===== src/pit_pkg.sv =====
// Shared constants and types for the point-in-triangle test pipeline.
// No dependencies; used by pit_mul and the top level.
`default_nettype none

package pit_pkg;

	localparam int FIELD_W  = 63;   // packed vector field width
	localparam int TOL_W    = 20;   // plane tolerance register width
	localparam int FRAC_W   = 10;   // Q10.10 fraction bits
	localparam int DQ_W     = 21;   // rounded plane distance kept past the tolerance check
	localparam int LIMB_W   = 30;   // operand slice width of the split multiplier
	localparam int MUL_LAT  = 3;    // split multiplier latency

	localparam logic [TOL_W-1:0] TOL_RESET = TOL_W'(1);

	typedef struct packed {
		logic pp;    // partial product register load
		logic row;   // row sum register load
		logic sum;   // final sum register load
	} mul_en_t;

endpackage

`default_nettype wire


===== src/pit_mul.sv =====
// Pipelined signed multiplier split into LIMB_W slices: partial products,
// row sums, final sum, one register each. Depends on pit_pkg.
`default_nettype none

module pit_mul #(
	parameter int A_W = 42,
	parameter int B_W = 42
) (
	input  logic                      clk,
	input  pit_pkg::mul_en_t          en,
	input  logic signed [A_W-1:0]     a,
	input  logic signed [B_W-1:0]     b,
	output logic signed [A_W+B_W-1:0] p
);

	localparam int L    = pit_pkg::LIMB_W;
	localparam int NA   = (A_W + L - 1) / L;
	localparam int NB   = (B_W + L - 1) / L;
	localparam int AX_W = NA * L;
	localparam int BX_W = NB * L;
	localparam int P_W  = A_W + B_W;
	localparam int PP_W = 2 * L + 2;

	logic signed [AX_W-1:0] ax;
	logic signed [BX_W-1:0] bx;
	logic signed [L:0]      la [NA];
	logic signed [L:0]      lb [NB];
	logic signed [PP_W-1:0] pp_s1 [NA][NB];
	logic signed [P_W-1:0]  row_c [NA];
	logic signed [P_W-1:0]  row_s2 [NA];
	logic signed [P_W-1:0]  sum_c;
	logic signed [P_W-1:0]  p_s3;

	assign ax = AX_W'(a);
	assign bx = BX_W'(b);

	// lower slices are unsigned, the top slice carries the sign
	always_comb begin
		for (int i = 0; i < NA; i++) begin
			if (i == NA - 1) begin
				la[i] = {ax[AX_W-1], ax[i*L +: L]};
			end else begin
				la[i] = {1'b0, ax[i*L +: L]};
			end
		end
		for (int j = 0; j < NB; j++) begin
			if (j == NB - 1) begin
				lb[j] = {bx[BX_W-1], bx[j*L +: L]};
			end else begin
				lb[j] = {1'b0, bx[j*L +: L]};
			end
		end
	end

	always_ff @(posedge clk) begin
		if (en.pp) begin
			for (int i = 0; i < NA; i++) begin
				for (int j = 0; j < NB; j++) begin
					pp_s1[i][j] <= la[i] * lb[j];
				end
			end
		end
	end

	always_comb begin
		for (int i = 0; i < NA; i++) begin
			row_c[i] = '0;
			for (int j = 0; j < NB; j++) begin
				row_c[i] = row_c[i] + (P_W'(pp_s1[i][j]) <<< (j * L));
			end
		end
	end

	always_ff @(posedge clk) begin
		if (en.row) begin
			row_s2 <= row_c;
		end
	end

	always_comb begin
		sum_c = '0;
		for (int i = 0; i < NA; i++) begin
			sum_c = sum_c + (row_s2[i] <<< (i * L));
		end
	end

	always_ff @(posedge clk) begin
		if (en.sum) begin
			p_s3 <= sum_c;
		end
	end

	assign p = p_s3;

endmodule

`default_nettype wire


===== config.mk =====
export PLATFORM = sky130hd
export DESIGN_NAME = pit_mul
export DESIGN_NICKNAME = d
export VERILOG_FILES = /design/src/pit_pkg.sv /design/src/pit_mul.sv
export SDC_FILE = /design/constraint.sdc
export NUM_CORES = 2
export LEC_CHECK = 0
export BUFFER_PORTS_ARGS = -buffer_cell sky130_fd_sc_hd__buf_2
export CORE_ASPECT_RATIO = 1.1
export CORE_MARGIN = 5
export CORE_UTILIZATION = 64
export CTS_CLUSTER_DIAMETER = 50
export DETAILED_ROUTE_END_ITERATION = 12
export GPL_ROUTABILITY_DRIVEN = 0
export GPL_TIMING_DRIVEN = 0
export MAX_ROUTING_LAYER = met4
export PLACE_DENSITY = 0.84
export SYNTH_ARGS = -nofsm -noshare
export SYNTH_HDL_FRONTEND = slang
export SYNTH_SLANG_ARGS = --single-unit
export TNS_END_PERCENT = 30

===== constraint.sdc =====
create_clock -name clk -period 13.6 [get_ports clk]
set_input_delay 0.68 -clock clk [delete_from_list [all_inputs] [get_ports clk]]
set_output_delay 0.68 -clock clk [all_outputs]
set_load 0.1 [all_outputs]

==> Word-level counts from Yosys, hierarchy flattened <==
Memory sizes are Yosys's and may differ from the RTL's.
Cells that the tools add are included.
{ "word_totals": {"reg_bits": 222, "latch_bits": 0, "ramBits": 248, "romBits": 0, "inputBits": 88, "output_inout_bits": 84, "wordCells": 13, "mem_count": 1} }
{ "op_classes": {"addsub": 3, "multipliers": 4, "div_mod_pow": 0, "magnitude_cmp": 0, "eq_ne": 0, "shifts": 0, "n_mux": 2, "n_bitwise": 0, "n_reduce_logical": 0} }
{ "mem_list": {"columns": ["memory", "depth", "word_bits", "rd", "rd_ports_with_merged_regs", "wr", "line_no", "source"], "rows": [
  ["pp_s1", 2, 124, 2, 0, 2, "pit_mul.sv:28", "logic signed [PP_W-1:0] pp_s1 [NA][NB];"]
]} }
{ "op_table": {"columns": ["cell", "count"], "rows": [
  ["62-bit by 84-bit adder with 84-bit output", 1],
  ["84-bit adder", 1],
  ["30-bit by 30-bit multiplier with 60-bit output", 1],
  ["54-bit adder", 1],
  ["12-bit by 31-bit multiplier with 43-bit output", 1],
  ["31-bit by 12-bit multiplier with 43-bit output", 1],
  ["12-bit by 12-bit multiplier with 24-bit output", 1],
  ["1-bit two-way mux", 2]
]} }

==> Logic depth before layout (Yosys ltp) <==
{ "logic_depth": {"depth_word": 2, "ltp_mapped": 30, "mapped_depth_nobuf": 29} }

==> Worst setup path before layout <==
Ideal clock, no wire load.
{ "synth_timing": {"path_type": "input port to flip-flop", "start": "in b[7]", "end": "mem pp_s1[0][121] (netlist bit), data pin", "setup_ns": 0.260, "t_arrival_ns": 7.441, "required_time_ns": 13.340, "path_slack_ns": 5.899, "stages": 27, "n_path_buf": 2, "cell_sequence": "clkbuf_1 > and2_1 > fa_1 > fa_1 > inv_1 > fa_1 > fa_1 > fa_1 > inv_1 > fa_1 > fa_1 > inv_1 > fa_1 > inv_1 > ha_1 > clkbuf_1 > a21oi_1 > o21ai_0 > a22oi_1 > a21oi_1 > a41oi_1 > o31ai_1 > a31o_2 > a31oi_1 > o31ai_1 > a21oi_1 > xnor2_1"} }
{ "synth_rtl": {"columns": ["element", "line_no", "source"], "rows": [
  ["start, declared", "pit_mul.sv:12", "input logic signed [B_W-1:0] b,"],
  ["end, declared", "pit_mul.sv:28", null]
]} }

==> run_results.csv <==
group,metric,value,unit
logic_synthesis,yosys.area_share.simple,0.149,
logic_synthesis,synth_mux_area_frac,0,
drt,remaining_drc_errors,0,
final_layout,final_core_util,0.684,
drt,drt_iter0_drc,6924,
clocking,insertion_delay,0.63,ns
logic_synthesis,avgSynthCellArea,9.66,µm²
floorplan,ioPinCount,172,
logic_synthesis,syn_inst,7756,
setup_path,worstPathMaxFanout,10,
setup_path,cp_num_cells,27,
setup_path,worstPathBufferInverterCount,7,
logic_synthesis,ys_ff_latch,392,
logic_synthesis,synth-edff-count,392,
timing,fin_worst_skew,0.0299,ns
job,max_cap_violations,0,
global_routing,grt_use_total,0.402,
worst_hold_path,hold_class,"flop to flop",
clocking,cts_hold_buf,0,
timing,drv_slew,0,
global_routing,grt_max_degree,102,
setup_path,cpLargestDelayFamily,"adder cells",
logic_synthesis,synth_nets,9956,
timing,slew_headroom,0.0748,
timing,setup_violations,0,
drt,ant_nets,0,
drt,firstDrtPassIters,9,
floorplan,rows,131,
timing,max_freq,96.9,MHz
logic_synthesis,ys_warn_count,0,
timing,worst_pin_slew,1.39,ns
drt,wl_per_cell,24.9,µm
placement,portBuffers,161,
setup_path,rrSetupSlack,9.71,ns
drt,routed_wl,239000,µm
setup_path,critPathMaxStageDelay,1.05,ns
clocking,cts_tree,"yes",
clocking,cts_buffers,45,
logic_synthesis,synthFlopType,"edfxtp_1",
status,status,"finished clean",
logic_synthesis,synth_top_cell_by_area,"fa_1",
timing,rsz0062_at_grt,"no",
clocking,cts_max_path_buffers,3,
timing,hold_violations,0,
clocking,clk_pin_slew,0.06,ns
clocking,cts_sinks,392,
final_layout,nNetsFinal,10167,
global_routing,antenna_found_initial,49,
final_layout,area_growth,6.02,%
final_layout,drive_gt1_frac,0.0339,
timing,setup_slack,3.28,ns
logic_synthesis,synthAdderAreaFrac,0.501,
floorplan,die_w,336,µm
logic_synthesis,yosys.area_share.xor_xnor,0.0302,
logic_synthesis,ys_seq_area_frac,0.157,
timing,setup_tns,0,ns
setup_path,startpoint_type,"input pin",
logic_synthesis,netlist_area,74900,µm²
floorplan,die_y,369,µm
clocking,root_buffer,"clkbuf_16",
logic_synthesis,synth_top_family_by_area,"adder cells",
timing,post-route-period-util,0.759,
logic_synthesis,async_flop_share,0,
logic_synthesis,synth_compound_area_frac,0.0626,
floorplan,start_util,0.645,
global_routing,grt-ovfl-total,0,
drt,vias,58497,
logic_synthesis,netlist_top_cells_area,"fa_1 (40%), edfxtp_1 (16%), ha_1 (11%)",
logic_synthesis,yosys.area.top_type_share,0.396,
placement,dp_hpwl,197000,µm
clocking,cts_resized,0,
setup_path,cp.arrival,10.61,ns
worst_hold_path,holdPathStages,0,
global_routing,grt_pass1_vias,61448,
global_routing,grt_pass1_wl,360000,µm
setup_path,cp_slowest_cell,"clkbuf_1",
timing,fin_crit,10.32,ns
setup_path,end_kind,"flop",
clocking,htree_levels,2,
floorplan,core_area,116000,µm²
setup_path,worstSetupPathType,"input pin to flop",
logic_synthesis,synth_cell_types,74,
floorplan,die-area,124000,µm²
timing,hold_ws,0.417,ns
setup_path,required,13.89,ns
setup_path,ff2ff_path_depth,14,
drt,via_per_inst,6.10,
setup_path,cp_common_cell,"fa_1",
clocking,post_cts_buffers,0,
placement,dp_slack,3.31,ns
==> metal layers <==
metal | GRT usage | wire, µm | up-vias
met3 | 0.193 | 38800 | 1657
met4 | 0.301 | 26400 | 0
met1 | 0.434 | 74100 | 28330
met2 | 0.573 | 99600 | 4373
met5 | - | 0 | -
li1 | - | - | 24137
==> cells in the final DEF, fill, tap and decap left out, types with 10 or more instances in the layout <==
master	count
a211oi_1	22
a21boi_0	11
a21o_1	114
a21oi_1	242
a31oi_1	17
and2_1	780
and3_1	23
buf_2	160
clkbuf_1	396
clkbuf_16	45
diode_2	62
edfxtp_1	392
fa_1	1483
ha_1	629
inv_1	1584
nand2_1	1052
nand2b_1	91
nand3_1	54
nand4_1	34
nor2_1	154
nor2b_1	35
nor3_1	33
o211ai_1	18
o21a_1	46
o21ai_0	120
o21bai_1	33
o31ai_1	18
or2_2	10
xnor2_1	188
xor2_1	70
==> synthesized netlist by cell type (91+ instances only) <==
cell      count
nor2_1      154
fa_1       1483
a21oi_1     242
nand2b_1     91
ha_1        629
a21o_1      114
o21ai_0     120
inv_1      1584
clkbuf_1    392
and2_1      780
edfxtp_1    392
nand2_1    1052
xnor2_1     188
==> cell type report <==
type | instances | area [µm²]
Buffer | 396 | 1490
Sequential cell | 392 | 11800
Clock buffer | 49 | 1140
Fill cell | 8370 | 36600
Antenna cell | 62 | 155
Tap cell | 1529 | 1910
Multi-Input combinational cell | 5384 | 55700
Timing Repair Buffer | 164 | 907
Clock inverter | 33 | 389
Inverter | 1584 | 5950
==> cell families (layout without fill, tap and decap cells) <==
logic type      count (synthesis)  in the layout
compound gates                729            729
xor+xnor                      258            258
other cells                     0             62
buf+inv                      1980           2226
simple gates                 2285           2285
fa+ha+maj                    2112           2112
flops                         392            392
==> state kept, by name, indices dropped and copies added, names as in the netlist <==
register  flops
pp_s1       170
row_s2      138
p            84
==> per-stage QoR <==
step,instances,cell area (µm²)
2_1_floorplan,7756,74900
3_5_place_dp,9449,77700
3_3_place_gp,9446,77600
4_1_cts,9531,79200
6_report,9593,79400
5_1_grt,9578,79400
==> final timing paths <==
check                                               end                  start
worst max-delay path            pp_s1[0][114]$_DFFE_PP_                  a[10]
worst min-delay path                    p[12]$_DFFE_PP_   row_s2[96]$_DFFE_PP_
worst max register to register          p[82]$_DFFE_PP_  row_s2[114]$_DFFE_PP_
worst min register to register          p[12]$_DFFE_PP_   row_s2[96]$_DFFE_PP_
Power is left out: the tool's default activity adds up to more than one toggle a clock period on the data nets, which glitch-free logic cannot reach.
